[config.mk]
export PLATFORM = sky130hd
export DESIGN_NAME = motor_feedback_frame_decoder_unit
export DESIGN_NICKNAME = d
export VERILOG_FILES = /design/src/rtl/mffd_pkg.sv /design/src/rtl/mffd_regs.sv /design/src/rtl/mffd_scale.sv /design/src/rtl/mffd_track.sv /design/src/rtl/mffd_out_buf.sv /design/src/rtl/motor_feedback_frame_decoder_unit.sv
export SDC_FILE = /design/constraint.sdc
export NUM_CORES = 2
export LEC_CHECK = 0
export ABC_CLOCK_PERIOD_IN_PS = 10700
export BUFFER_PORTS_ARGS = -buffer_cell sky130_fd_sc_hd__buf_2
export CORE_MARGIN = 5
export CORE_UTILIZATION = 40
export CTS_BUF_LIST = sky130_fd_sc_hd__clkbuf_4 sky130_fd_sc_hd__clkbuf_8
export CTS_CLUSTER_DIAMETER = 30
export DETAILED_ROUTE_END_ITERATION = 8
export PLACE_DENSITY = 0.6
export SETUP_SLACK_MARGIN = 0.1
export SLEW_MARGIN = 20
export SYNTH_ARGS = -nofsm -noshare
export SYNTH_HDL_FRONTEND = slang
export SYNTH_SLANG_ARGS = --single-unit
[constraint.sdc]
create_clock -name clk -period 10.7 [get_ports clk]
set_input_delay 1.07 -clock clk [delete_from_list [all_inputs] [get_ports clk]]
set_output_delay 1.07 -clock clk [all_outputs]
set_load 0.05 [all_outputs]
[src/rtl/mffd_pkg.sv]
// Shared types, constants and the divide-by-all-ones helper of the frame decoder.
// No dependencies.
package mffd_pkg;

  localparam int unsigned FRAC_BITS = 12;
  localparam int unsigned CFG_ADDR_W = 5;
  localparam int unsigned POS_CODE_BITS = 16;
  localparam int unsigned VT_CODE_BITS = 12;

  localparam logic signed [20:0] HALF_TURN = 21'(25 << (FRAC_BITS - 1));
  localparam logic [48:0] FULL_TURN = 49'(25 << FRAC_BITS);
  localparam logic [16:0] CNT_MAX = 17'h1FFFF;

  // Turn count extremes and their scaled images, for the 32-bit wrap of the count.
  localparam logic [31:0] TURNS_POS_MAX = 32'h7FFF_FFFF;
  localparam logic [31:0] TURNS_NEG_MIN = 32'h8000_0000;
  localparam logic [48:0] TURN_Q_MAX = 49'(64'h0000_0000_7FFF_FFFF * 64'(FULL_TURN));
  localparam logic [48:0] TURN_Q_MIN = 49'(64'hFFFF_FFFF_8000_0000 * 64'(FULL_TURN));

  localparam logic [18:0] POS_LIMIT_RST = 19'd51200;
  localparam logic [20:0] VEL_LIMIT_RST = 21'd184320;
  localparam logic [20:0] TRQ_LIMIT_RST = 21'd73728;
  localparam logic [15:0] ERR_THR_RST = 16'd1000;
  localparam logic [15:0] SHORT_THR_RST = 16'd1000;
  localparam logic [15:0] LONG_THR_RST = 16'd10000;

  typedef enum logic [1:0] {
    KIND_MEAS    = 2'd0,
    KIND_ENABLE  = 2'd1,
    KIND_CLEAR   = 2'd2,
    KIND_DISABLE = 2'd3
  } kind_t;

  typedef enum logic [2:0] {
    REG_POS_LIMIT = 3'd0,
    REG_VEL_LIMIT = 3'd1,
    REG_TRQ_LIMIT = 3'd2,
    REG_ERR_THR   = 3'd3,
    REG_SHORT_THR = 3'd4,
    REG_LONG_THR  = 3'd5
  } reg_idx_t;

  typedef struct packed {
    logic [18:0] pos_limit;
    logic [20:0] vel_limit;
    logic [20:0] trq_limit;
    logic [15:0] err_thr;
    logic [15:0] short_thr;
    logic [15:0] long_thr;
  } cfg_t;

  typedef struct packed {
    logic              action;
    logic [3:0]        motor_id;
    logic [3:0]        motor_state;
    logic signed [19:0] position;
    logic signed [21:0] velocity;
    logic signed [21:0] torque;
    logic [7:0]        mos_temperature;
    logic [7:0]        coil_temperature;
  } scaled_t;

  typedef struct packed {
    logic [3:0]         motor_id;
    logic [3:0]         motor_state;
    logic signed [19:0] position;
    logic signed [21:0] velocity;
    logic signed [21:0] torque;
    logic [7:0]         mos_temperature;
    logic [7:0]         coil_temperature;
    logic signed [31:0] turn_count;
    logic signed [48:0] multiturn_position;
    logic               error_latched;
    logic               cmd_enable;
    logic               cmd_clear;
  } rec_t;

  // Rounded quotient (2*prod + half) / (2^bits - 1) without a divider: two folds of
  // the high part onto the low part leave a remainder below twice the divisor.
  function automatic logic [21:0] div_code(input logic [34:0] prod, input int unsigned bits);
    logic [36:0] mask;
    logic [36:0] y;
    logic [36:0] q1;
    logic [36:0] r1;
    logic [36:0] q2;
    logic [36:0] r2;
    logic [36:0] sum;
    mask = (37'd1 << bits) - 37'd1;
    y = {1'b0, prod, 1'b0} + (mask >> 1);
    q1 = y >> bits;
    r1 = (y & mask) + q1;
    q2 = r1 >> bits;
    r2 = (r1 & mask) + q2;
    sum = q1 + q2 + ((r2 >= mask) ? 37'd1 : 37'd0);
    return sum[21:0];
  endfunction

endpackage

[src/rtl/mffd_regs.sv]
// APB-style configuration registers of the frame decoder.
// Depends on mffd_pkg.
module mffd_regs
  import mffd_pkg::*;
(
  input  logic                  clk,
  input  logic                  rst_n,
  input  logic                  psel,
  input  logic                  penable,
  input  logic                  pwrite,
  input  logic [CFG_ADDR_W-1:0] paddr,
  input  logic [31:0]           pwdata,
  output logic [31:0]           prdata,
  output logic                  pready,
  output cfg_t                  cfg
);

  cfg_t     cfg_r;
  cfg_t     cfg_nxt;
  reg_idx_t idx;
  logic     wr_en;

  assign idx = reg_idx_t'(paddr[CFG_ADDR_W-1:2]);
  assign wr_en = psel && penable && pwrite;
  assign pready = 1'b1;
  assign cfg = cfg_r;

  always_comb begin
    cfg_nxt = cfg_r;
    if (wr_en) begin
      unique case (idx)
        REG_POS_LIMIT: cfg_nxt.pos_limit = pwdata[18:0];
        REG_VEL_LIMIT: cfg_nxt.vel_limit = pwdata[20:0];
        REG_TRQ_LIMIT: cfg_nxt.trq_limit = pwdata[20:0];
        REG_ERR_THR:   cfg_nxt.err_thr = pwdata[15:0];
        REG_SHORT_THR: cfg_nxt.short_thr = pwdata[15:0];
        REG_LONG_THR:  cfg_nxt.long_thr = pwdata[15:0];
        default: ;
      endcase
    end
  end

  always_comb begin
    unique case (idx)
      REG_POS_LIMIT: prdata = 32'(cfg_r.pos_limit);
      REG_VEL_LIMIT: prdata = 32'(cfg_r.vel_limit);
      REG_TRQ_LIMIT: prdata = 32'(cfg_r.trq_limit);
      REG_ERR_THR:   prdata = 32'(cfg_r.err_thr);
      REG_SHORT_THR: prdata = 32'(cfg_r.short_thr);
      REG_LONG_THR:  prdata = 32'(cfg_r.long_thr);
      default:       prdata = 32'd0;
    endcase
  end

  always_ff @(posedge clk) begin
    if (!rst_n) begin
      cfg_r.pos_limit <= POS_LIMIT_RST;
      cfg_r.vel_limit <= VEL_LIMIT_RST;
      cfg_r.trq_limit <= TRQ_LIMIT_RST;
      cfg_r.err_thr <= ERR_THR_RST;
      cfg_r.short_thr <= SHORT_THR_RST;
      cfg_r.long_thr <= LONG_THR_RST;
    end else begin
      cfg_r <= cfg_nxt;
    end
  end

endmodule

[src/rtl/mffd_scale.sv]
// Input register, product stage and rounding-divide stage that unpack a frame
// and map its codes onto signed fixed point. Depends on mffd_pkg.
module mffd_scale
  import mffd_pkg::*;
(
  input  logic        clk,
  input  logic        rst_n,
  input  cfg_t        cfg,
  input  logic        in_valid,
  output logic        in_stall,
  input  logic        in_action,
  input  logic [63:0] in_frame,
  output logic        scl_valid,
  input  logic        scl_stall,
  output scaled_t     scl
);

  logic        s1_v_r, s2_v_r, s3_v_r;
  logic        s1_ld, s2_ld, s3_ld;
  logic        s1_action_r;
  logic [63:0] s1_frame_r;

  logic        s2_action_r;
  logic [3:0]  s2_id_r, s2_st_r;
  logic [7:0]  s2_mos_r, s2_coil_r;
  logic [34:0] s2_pprod_r;
  logic [32:0] s2_vprod_r, s2_tprod_r;

  scaled_t     s3_r;
  scaled_t     s3_nxt;
  logic [21:0] pos_q, vel_q, trq_q;
  logic [21:0] pos_d;

  assign s3_ld = !s3_v_r || !scl_stall;
  assign s2_ld = !s2_v_r || s3_ld;
  assign s1_ld = !s1_v_r || s2_ld;
  assign in_stall = !s1_ld;
  assign scl_valid = s3_v_r;
  assign scl = s3_r;

  always_comb begin
    pos_q = div_code(s2_pprod_r, POS_CODE_BITS);
    vel_q = div_code(35'(s2_vprod_r), VT_CODE_BITS);
    trq_q = div_code(35'(s2_tprod_r), VT_CODE_BITS);
    pos_d = pos_q - 22'(cfg.pos_limit);
    s3_nxt.action = s2_action_r;
    s3_nxt.motor_id = s2_id_r;
    s3_nxt.motor_state = s2_st_r;
    s3_nxt.position = pos_d[19:0];
    s3_nxt.velocity = vel_q - 22'(cfg.vel_limit);
    s3_nxt.torque = trq_q - 22'(cfg.trq_limit);
    s3_nxt.mos_temperature = s2_mos_r;
    s3_nxt.coil_temperature = s2_coil_r;
  end

  always_ff @(posedge clk) begin
    if (!rst_n) begin
      s1_v_r <= 1'b0;
      s2_v_r <= 1'b0;
      s3_v_r <= 1'b0;
    end else begin
      if (s1_ld) s1_v_r <= in_valid;
      if (s2_ld) s2_v_r <= s1_v_r;
      if (s3_ld) s3_v_r <= s2_v_r;
    end
  end

  always_ff @(posedge clk) begin
    if (s1_ld) begin
      s1_action_r <= in_action;
      s1_frame_r <= in_frame;
    end
    if (s2_ld) begin
      s2_action_r <= s1_action_r;
      s2_st_r <= s1_frame_r[63:60];
      s2_id_r <= s1_frame_r[59:56];
      s2_pprod_r <= 35'(s1_frame_r[55:40]) * 35'(cfg.pos_limit);
      s2_vprod_r <= 33'(s1_frame_r[39:28]) * 33'(cfg.vel_limit);
      s2_tprod_r <= 33'(s1_frame_r[27:16]) * 33'(cfg.trq_limit);
      s2_mos_r <= s1_frame_r[15:8];
      s2_coil_r <= s1_frame_r[7:0];
    end
    if (s3_ld) begin
      s3_r <= s3_nxt;
    end
  end

endmodule

[src/rtl/mffd_track.sv]
// Turn tracking and motor state supervision, one frame per
// cycle while ob_free is high. Depends on mffd_pkg.
module mffd_track
  import mffd_pkg::*;
(
  input  logic    clk,
  input  logic    rst_n,
  input  cfg_t    cfg,
  input  logic    scl_valid,
  output logic    scl_stall,
  input  scaled_t scl,
  input  logic    ob_free,
  output logic    rec_load,
  output rec_t    rec
);

  logic signed [19:0] prev_pos_r, prev_pos_nxt;
  logic [31:0]        turns_r, turns_nxt;
  logic [48:0]        turns_q_r, turns_q_nxt;
  logic [16:0]        dis_cnt_r, dis_cnt_nxt;
  logic [16:0]        err_cnt_r, err_cnt_nxt;
  logic               err_flag_r, err_flag_nxt;
  logic               fire;
  logic signed [20:0] delta;
  logic               flag_mid;
  logic               en_cmd, clr_cmd;

  assign scl_stall = !(scl.action || ob_free);
  assign fire = scl_valid && !scl_stall;
  assign rec_load = fire && !scl.action;

  always_comb begin
    prev_pos_nxt = prev_pos_r;
    turns_nxt = turns_r;
    turns_q_nxt = turns_q_r;
    dis_cnt_nxt = dis_cnt_r;
    err_cnt_nxt = err_cnt_r;
    err_flag_nxt = err_flag_r;
    en_cmd = 1'b0;
    clr_cmd = 1'b0;
    delta = {scl.position[19], scl.position} - {prev_pos_r[19], prev_pos_r};
    flag_mid = err_flag_r;

    if (scl.action) begin
      turns_nxt = 32'd0;
      turns_q_nxt = 49'd0;
    end else begin
      prev_pos_nxt = scl.position;
      if (delta < -HALF_TURN) begin
        turns_nxt = turns_r + 32'd1;
        turns_q_nxt = (turns_r == TURNS_POS_MAX) ? TURN_Q_MIN : turns_q_r + FULL_TURN;
      end else if (delta > HALF_TURN) begin
        turns_nxt = turns_r - 32'd1;
        turns_q_nxt = (turns_r == TURNS_NEG_MIN) ? TURN_Q_MAX : turns_q_r - FULL_TURN;
      end

      if (scl.motor_state == 4'd1) begin
        dis_cnt_nxt = 17'd0;
        err_cnt_nxt = 17'd0;
        flag_mid = 1'b0;
      end else if (scl.motor_state == 4'd0) begin
        dis_cnt_nxt = (dis_cnt_r == CNT_MAX) ? dis_cnt_r : dis_cnt_r + 17'd1;
        err_cnt_nxt = 17'd0;
      end else begin
        err_cnt_nxt = (err_cnt_r == CNT_MAX) ? err_cnt_r : err_cnt_r + 17'd1;
        dis_cnt_nxt = 17'd0;
      end

      en_cmd = (dis_cnt_nxt > 17'(cfg.short_thr) && !flag_mid) ||
               (dis_cnt_nxt > 17'(cfg.long_thr) && flag_mid);
      if (en_cmd) dis_cnt_nxt = 17'd0;
      clr_cmd = err_cnt_nxt > 17'(cfg.err_thr);
      err_flag_nxt = flag_mid;
      if (clr_cmd) begin
        err_flag_nxt = 1'b1;
        err_cnt_nxt = 17'd0;
      end
    end

    rec.motor_id = scl.motor_id;
    rec.motor_state = scl.motor_state;
    rec.position = scl.position;
    rec.velocity = scl.velocity;
    rec.torque = scl.torque;
    rec.mos_temperature = scl.mos_temperature;
    rec.coil_temperature = scl.coil_temperature;
    rec.turn_count = turns_nxt;
    rec.multiturn_position = {{29{scl.position[19]}}, scl.position} + turns_q_nxt;
    rec.error_latched = err_flag_nxt;
    rec.cmd_enable = en_cmd;
    rec.cmd_clear = clr_cmd;
  end

  always_ff @(posedge clk) begin
    if (!rst_n) begin
      prev_pos_r <= 20'sd0;
      turns_r <= 32'd0;
      turns_q_r <= 49'd0;
      dis_cnt_r <= 17'd0;
      err_cnt_r <= 17'd0;
      err_flag_r <= 1'b0;
    end else if (fire) begin
      prev_pos_r <= prev_pos_nxt;
      turns_r <= turns_nxt;
      turns_q_r <= turns_q_nxt;
      dis_cnt_r <= dis_cnt_nxt;
      err_cnt_r <= err_cnt_nxt;
      err_flag_r <= err_flag_nxt;
    end
  end

endmodule

[src/rtl/mffd_out_buf.sv]
// Result register that hands out the measurement word and any command words
// of one frame in order. Depends on mffd_pkg.
module mffd_out_buf
  import mffd_pkg::*;
(
  input  logic               clk,
  input  logic               rst_n,
  input  logic               rec_load,
  input  rec_t               rec,
  output logic               ob_free,
  output logic               out_valid,
  input  logic               out_stall,
  output logic [1:0]         out_kind,
  output logic [3:0]         out_motor_id,
  output logic [3:0]         out_motor_state,
  output logic signed [19:0] out_position,
  output logic signed [21:0] out_velocity,
  output logic signed [21:0] out_torque,
  output logic [7:0]         out_mos_temperature,
  output logic [7:0]         out_coil_temperature,
  output logic signed [31:0] out_turn_count,
  output logic signed [48:0] out_multiturn_position,
  output logic               out_error_latched,
  output logic               out_last
);

  // One pending bit per word kind, sent lowest first.
  logic [3:0] pend_r, pend_nxt;
  rec_t       rec_r;
  logic       out_acc;
  logic       meas;
  kind_t      kind;

  assign out_valid = |pend_r;
  assign out_acc = out_valid && !out_stall;
  assign out_last = (pend_r & (pend_r - 4'd1)) == 4'd0;
  assign ob_free = !out_valid || (out_acc && out_last);
  assign meas = pend_r[0];

  always_comb begin
    if (pend_r[0]) begin
      kind = KIND_MEAS;
    end else if (pend_r[1]) begin
      kind = KIND_ENABLE;
    end else if (pend_r[2]) begin
      kind = KIND_CLEAR;
    end else begin
      kind = KIND_DISABLE;
    end
  end

  always_comb begin
    pend_nxt = pend_r;
    if (rec_load) begin
      pend_nxt = {rec.cmd_clear, rec.cmd_clear, rec.cmd_enable, 1'b1};
    end else if (out_acc) begin
      pend_nxt = pend_r & (pend_r - 4'd1);
    end
  end

  assign out_kind = kind;
  assign out_motor_id = rec_r.motor_id;
  assign out_error_latched = rec_r.error_latched;
  assign out_motor_state = meas ? rec_r.motor_state : 4'd0;
  assign out_position = meas ? rec_r.position : 20'sd0;
  assign out_velocity = meas ? rec_r.velocity : 22'sd0;
  assign out_torque = meas ? rec_r.torque : 22'sd0;
  assign out_mos_temperature = meas ? rec_r.mos_temperature : 8'd0;
  assign out_coil_temperature = meas ? rec_r.coil_temperature : 8'd0;
  assign out_turn_count = meas ? rec_r.turn_count : 32'sd0;
  assign out_multiturn_position = meas ? rec_r.multiturn_position : 49'sd0;

  always_ff @(posedge clk) begin
    if (!rst_n) begin
      pend_r <= 4'd0;
    end else begin
      pend_r <= pend_nxt;
    end
  end

  always_ff @(posedge clk) begin
    if (rec_load) begin
      rec_r <= rec;
    end
  end

endmodule

[src/rtl/motor_feedback_frame_decoder_unit.sv]
// A frame passes the input register, product stage, rounding-divide stage and
// result register before its first word shows on the result ports.
// Throughput: one frame per cycle while frames give only a measurement word and
// out_stall is low; a frame with commands holds the result register until all
// its words go. Speed is set by the result register, one word per unstalled cycle.
// Reset is synchronous and active low: counters, turns, flags and the pipeline
// clear, and the configuration registers return to their defaults.
module motor_feedback_frame_decoder_unit
  import mffd_pkg::*;
(
  input  logic                  clk,
  input  logic                  rst_n,
  input  logic                  in_valid,
  output logic                  in_stall,
  input  logic                  in_action,
  input  logic [63:0]           in_frame,
  output logic                  out_valid,
  input  logic                  out_stall,
  output logic [1:0]            out_kind,
  output logic [3:0]            out_motor_id,
  output logic [3:0]            out_motor_state,
  output logic signed [19:0]    out_position,
  output logic signed [21:0]    out_velocity,
  output logic signed [21:0]    out_torque,
  output logic [7:0]            out_mos_temperature,
  output logic [7:0]            out_coil_temperature,
  output logic signed [31:0]    out_turn_count,
  output logic signed [48:0]    out_multiturn_position,
  output logic                  out_error_latched,
  output logic                  out_last,
  input  logic                  psel,
  input  logic                  penable,
  input  logic                  pwrite,
  input  logic [CFG_ADDR_W-1:0] paddr,
  input  logic [31:0]           pwdata,
  output logic [31:0]           prdata,
  output logic                  pready
);

  cfg_t    cfg;
  scaled_t scl;
  logic    scl_valid;
  logic    scl_stall;
  logic    ob_free;
  logic    rec_load;
  rec_t    rec;

  mffd_regs u_regs (
    .clk     (clk),
    .rst_n   (rst_n),
    .psel    (psel),
    .penable (penable),
    .pwrite  (pwrite),
    .paddr   (paddr),
    .pwdata  (pwdata),
    .prdata  (prdata),
    .pready  (pready),
    .cfg     (cfg)
  );

  mffd_scale u_scale (
    .clk       (clk),
    .rst_n     (rst_n),
    .cfg       (cfg),
    .in_valid  (in_valid),
    .in_stall  (in_stall),
    .in_action (in_action),
    .in_frame  (in_frame),
    .scl_valid (scl_valid),
    .scl_stall (scl_stall),
    .scl       (scl)
  );

  mffd_track u_track (
    .clk       (clk),
    .rst_n     (rst_n),
    .cfg       (cfg),
    .scl_valid (scl_valid),
    .scl_stall (scl_stall),
    .scl       (scl),
    .ob_free   (ob_free),
    .rec_load  (rec_load),
    .rec       (rec)
  );

  mffd_out_buf u_out_buf (
    .clk                    (clk),
    .rst_n                  (rst_n),
    .rec_load               (rec_load),
    .rec                    (rec),
    .ob_free                (ob_free),
    .out_valid              (out_valid),
    .out_stall              (out_stall),
    .out_kind               (out_kind),
    .out_motor_id           (out_motor_id),
    .out_motor_state        (out_motor_state),
    .out_position           (out_position),
    .out_velocity           (out_velocity),
    .out_torque             (out_torque),
    .out_mos_temperature    (out_mos_temperature),
    .out_coil_temperature   (out_coil_temperature),
    .out_turn_count         (out_turn_count),
    .out_multiturn_position (out_multiturn_position),
    .out_error_latched      (out_error_latched),
    .out_last               (out_last)
  );

endmodule

### Yosys cells after proc, flatten, opt, wreduce, memory -nomap -nowiden

Index checks and enable logic that the tools add are counted.
W data, S select, Z words.

* register bits: 702
* bits in latches: 0
* RAM bits: 0
* bits in read-only memories: 0
* bits of input ports: 109
* memories kept: 0

* add/sub/neg operators: 27
* multiply operators: 3
* divide/modulo/power cells: 0
* $lt $le $gt $ge: 8
* equality and inequality tests: 10
* shift-type cells: 0
* muxes and demuxes: 41
* bitwise gates (word level): 2
* reduce and logical (&&, ||, !) cells: 34

Operator list (count)
* $mux W49: 6
* $mux W17: 10
* $mux W32: 4
* $pmux W21 S6: 1
* $add A22 B22 Y22: 4
* $ge A37 B12 Y1 const B: 2
* $add A34 B11 Y35 const B: 2
* $mul A12 B21 Y33: 2
* $add A12 B25 Y26: 2
* $gt A17 B16 Y1: 3
* $add A49 B17 Y49 const B: 1
* $add A49 B49 Y49: 1
* $sub A49 B17 Y49 const B: 1
* $add A12 B23 Y24: 2
* $add A16 B21 Y22: 2
* $mux W22: 2
* $sub A22 B21 Y22: 2
* $add A20 B20 Y20: 2
* $add A36 B15 Y37 const B: 1
* $ge A37 B16 Y1 const B: 1
* $mul A16 B19 Y35: 1
* $add A17 B1 Y17 const B: 2
* $eq A17 B17 Y1 const B: 2
* $add A32 B1 Y32 const B: 1
* other kinds (27): 68

### Depth between registers and ports, before layout

* depth after elaboration: 10
* depth in mapped cells: 47

### By module

From an unflattened synthesis, not the netlist that was laid out.

* cell total of the unflattened synthesis: 7454
* area, all modules: 69137.6 µm²

Modules (own cells, without submodules)
* mffd_scale: instances 1, cells each 4436, area each 42442.0 µm²
* mffd_track: instances 1, cells each 2099, area each 15139.5 µm²
* mffd_out_buf: instances 1, cells each 387, area each 6477.5 µm²
* mffd_regs: instances 1, cells each 532, area each 5078.6 µm²

### Worst setup path after synthesis

OpenSTA, ideal clock, no wires.

* kind: register to register
* start: register u_scale.s2_tprod_r[0]
* end: register u_scale.s3_r (netlist bit u_scale.scl[37]) (data pin)
* arrival time: 8.524 ns
* data required time: 10.440 ns
* slack: 1.916 ns
* stages on the path, launching flop included: 47
* period minus slack after synthesis: 8.784 ns
* path through: edfxtp_1 > inv_1 > ha_1 > nand2_1 > nor3_1 > nor2_1 > xor2_1 > inv_1 > fa_1 > nor2b_1 > o21ai_0 > a21boi_0 > o21ai_0 > a21boi_0 > o21ai_0 > a21boi_0 > o21ai_0 > a21oi_1 > (+11 left out) > a21oi_1 > nor2b_1 > o21ai_0 > nand2b_1 > a221oi_1 > fa_1 > nor2b_1 > o21ai_0 > a21boi_0 > o211ai_1 > a21oi_1 > a2111oi_0 > a21oi_1 > a311oi_1 > o211ai_1 > a21o_1 > a21oi_1 > xnor2_1

RTL lines
* start, declared: RTL line mffd_scale.sv:27 `logic [32:0] s2_vprod_r, s2_tprod_r;`
* start signal, assigned: RTL line mffd_scale.sv:79 `s2_tprod_r <= 33'(s1_frame_r[27:16]) * 33'(cfg.trq_limit);`
* end signal, assigned: RTL line mffd_scale.sv:84 `s3_r <= s3_nxt;`
* end, declared: RTL line mffd_scale.sv:29 `scaled_t s3_r;`

==> run_results.csv <==
group,metric,value,unit
route,vias,52732,
power,seqPwrFrac,25.4,%
finish,areaGrowthSynthToFinish,11.8,%
logic_synthesis,yosysSeqAreaShare,27.7,%
setup_path,endpoint_kind,"register",
power,vdd_drop_max,0.000150,V
clock_tree,cts-root-buf,"clkbuf_8",
logic_synthesis,synthCells,7345,
place,pre_cts_ws,894,ps
route,drtIter0Drc,3492,
power,power_switching,6100,uW
logic_synthesis,synthArstFlopShare,0,%
logic_synthesis,muxShareOfSynthArea,0.200,%
worst_hold_path,hold_class,"input port to register",
route,finalWirelength,184000,um
setup_path,cpPeakStageDelay,470,ps
finish,post-route-util,44.9,%
place,post-dp-hpwl,139000,um
global_routing,globalRoute.totalOverflow,0,
power,p_per_area,202,mW/mm2
logic_synthesis,synth-compound-area-share,11.3,%
status,status,"finished clean",
setup_path,critPathSlowestCell,"nor4_2",
global_routing,grt_pass1_wl,291000,um
sta,rsz0062_at_grt,"yes",
clock_tree,cts_inserted_buffers,181,
sta,post-route-period-util,90.2,%
setup_path,cp_top_family,"compound AO/OA/AOI/OAI gates",
sta,final-setup-viol-count,0,
clock_tree,clkTransAtPathRegs,60,ps
sta,hold_viol_final,0,
finish,final_nets,8857,
sta,tightest_slew,1110,ps
floorplanning,ioPinCount,317,
sta,slew_headroom,26.2,%
logic_synthesis,yosys.area_share.simple,18.8,%
place,io_buffers,291,
clock_tree,tritoncts,"yes",
floorplanning,rows,150,
floorplanning,die_w,420,um
power,p_int,9020,uW
clock_tree,postCtsSetupBuffers,0,
sta,fin_crit,9650,ps
logic_synthesis,synthAdderAreaFrac,29.5,%
global_routing,grt_use_total,20.7,%
clock_tree,clkLatencyLatePin,950,ps
sta,max_freq,104,MHz
floorplanning,dieArea,0.176,mm2
route,dr.pass1.iters,6,
place,placed_cells,9579,
setup_path,cpMostUsedCell,"o21ai_0",
logic_synthesis,synth_top_area_share,20.1,%
setup_path,required,11390,ps
floorplanning,die_y,420,um
sta,drv_slew,0,
route,drc,0,
setup_path,cp-start-kind,"register",
setup_path,arrival,10340,ps
global_routing,grt_pass1_vias,53560,
logic_synthesis,synth.area.top_cells,"edfxtp_1 (20%), fa_1 (19%), ha_1 (10%)",
power,p_leak,0.0335,uW
clock_tree,cts.sinks,702,
logic_synthesis,ys_warn_count,0,
power,swShare,40.4,%
logic_synthesis,synth_top_family_by_area,"adder cells",
finish,drive_above_1_share,9.91,%
place,gp_congestion,0.921,
logic_synthesis,ys_types,90,
clock_tree,clock_path_buffers,3,
route,avgViaCountPerCell,5.31,
logic_synthesis,synth_top_area_cell,"edfxtp_1",
logic_synthesis,synth_edf_count,450,
logic_synthesis,ys.flop_type,"edfxtp_1",
floorplanning,core_area,0.167,mm2
logic_synthesis,synth.avg_cell_area,9.13,um2
logic_synthesis,synth_xor_area_share,5.63,%
floorplanning,start_util,40.2,%
setup_path,worstSetupPathType,"register to register",
global_routing,grt_antenna_before_repair,11,
sta,fin_tns_setup,0,ps
setup_path,critical_path.max_fanout,5,
clock_tree,htreeDepth,4,
power,power_frac_comb,48.6,%
finish,stdcell_count,9931,
power,power,15100,uW
route,routedWlPerCell,18.6,um
setup_path,cp.buffers_inverters,1,
global_routing,grt_max_degree,126,
sta,timing.final.ws_setup,1050,ps
run,drv_cap,0,
sta,skew,62.1,ps
logic_synthesis,synth_area,0.0671,mm2
power,p_clk_share,26.0,%
route,ant_nets,0,
logic_synthesis,ys_ff_latch,702,
## power groups by stage
| stage | registers, uW | logic [uW] | clock network, uW |
|---|---|---|---|
| after floorplan | 3730 | 5700 | 0 |
| after global placement | 3890 | 7180 | 0 |
| after detailed placement | 3900 | 7270 | 0 |
| after CTS | 3850 | 7330 | 4040 |
| after global routing | 3890 | 8240 | 4180 |
| final | 3850 | 7340 | 3930 |
## kinds of logic after synthesis
| group | count (synthesis) |
|---|---|
| compound gates | 1182 |
| buf+inv | 1214 |
| fa+ha+maj | 1190 |
| other cells | 2 |
| mux | 13 |
| xor+xnor | 431 |
| simple gates | 2611 |
| flops | 702 |
## flip-flops by register name, indices dropped and copies added (netlist names), 8 cells and up
register            cells
u_scale.s2_coil_r       8
u_scale.scl            89
u_scale.s2_vprod_r     33
u_scale.s2_tprod_r     33
u_track.turns_q_r      49
u_track.turns_r        32
u_scale.s2_pprod_r     35
u_scale.s2_mos_r        8
u_track.err_cnt_r      17
u_track.dis_cnt_r      17
u_regs.cfg            109
u_scale.s1_frame_r     64
u_track.prev_pos_r     20
u_out_buf.rec_r       165
## layer usage
metal | wire length, um | global-route usage, %
met5 | 34 | 0
met4 | 7620 | 8.58
met3 | 10500 | 3.60
met2 | 85500 | 34.0
met1 | 80700 | 27.2
## cells in the final DEF, fill, tap and decap left out, types with 67 or more instances in the layout
master | Yosys | layout
nor3_1 | 116 | 113
or3_1 | 67 | 67
nand4_1 | 71 | 71
inv_1 | 855 | 851
ha_1 | 536 | 536
clkbuf_8 | 0 | 194
fa_1 | 653 | 653
and2_1 | 479 | 480
dfxtp_1 | 252 | 251
nand3_1 | 158 | 158
a21o_1 | 96 | 96
nor2_1 | 391 | 391
buf_4 | 18 | 83
nand2_1 | 1027 | 1024
o21ai_0 | 205 | 205
a21oi_1 | 396 | 396
xor2_1 | 173 | 173
buf_2 | 13 | 290
xnor2_1 | 258 | 258
o21a_1 | 72 | 72
edfxtp_1 | 450 | 450
## per-stage QoR
| stage | hold slack (ps) | area [um2] |
|---|---|---|
| after detailed placement | 405 | 70600 |
| after global routing | 237 | 75000 |
| after global placement | 401 | 70600 |
| final | 314 | 75000 |
| after floorplan | 400 | 67100 |
| after CTS | 204 | 74900 |
## cells in the mapped netlist (116+ instances only)
library cell  instances
nand2_1            1027
inv_1               855
fa_1                653
ha_1                536
and2_1              479
edfxtp_1            450
a21oi_1             396
nor2_1              391
clkbuf_1            318
xnor2_1             258
dfxtp_1             252
o21ai_0             205
xor2_1              173
nand3_1             158
nor3_1              116
## repair_timing
| action | CTS | global route |
|---|---|---|
| endpoints found under the setup margin | 0 | 10 |
| hold buffers | 0 | 0 |
| gates resized for setup | 0 | 4 |
## path summary, 6_finish.rpt
check | start | depth (start not counted) | slack (ps) | to
hold reg to reg | u_scale.scl[7] | 0 | 400 | u_out_buf.rec_r[91]
setup reg to reg | u_scale.s2_vprod_r[4] | 45 | 1050 | u_scale.scl[58]
hold / removal | in_frame[34] | 1 | 310 | u_scale.s1_frame_r[34]
setup / recovery | u_scale.s2_vprod_r[4] | 45 | 1050 | u_scale.scl[58]
## layout make-up
cell class | instances | area [um2]
multi-input cells | 5445 | 44000
repair buffers | 374 | 2100
inverters | 855 | 3230
clock inverters | 118 | 1420
fillers | 16110 | 92000
diodes | 10 | 25.0
well taps | 2204 | 2760
clock buffers | 223 | 2890
flip-flops and latches | 702 | 18600
No activity file was read; power rests on OpenSTA's default activity.
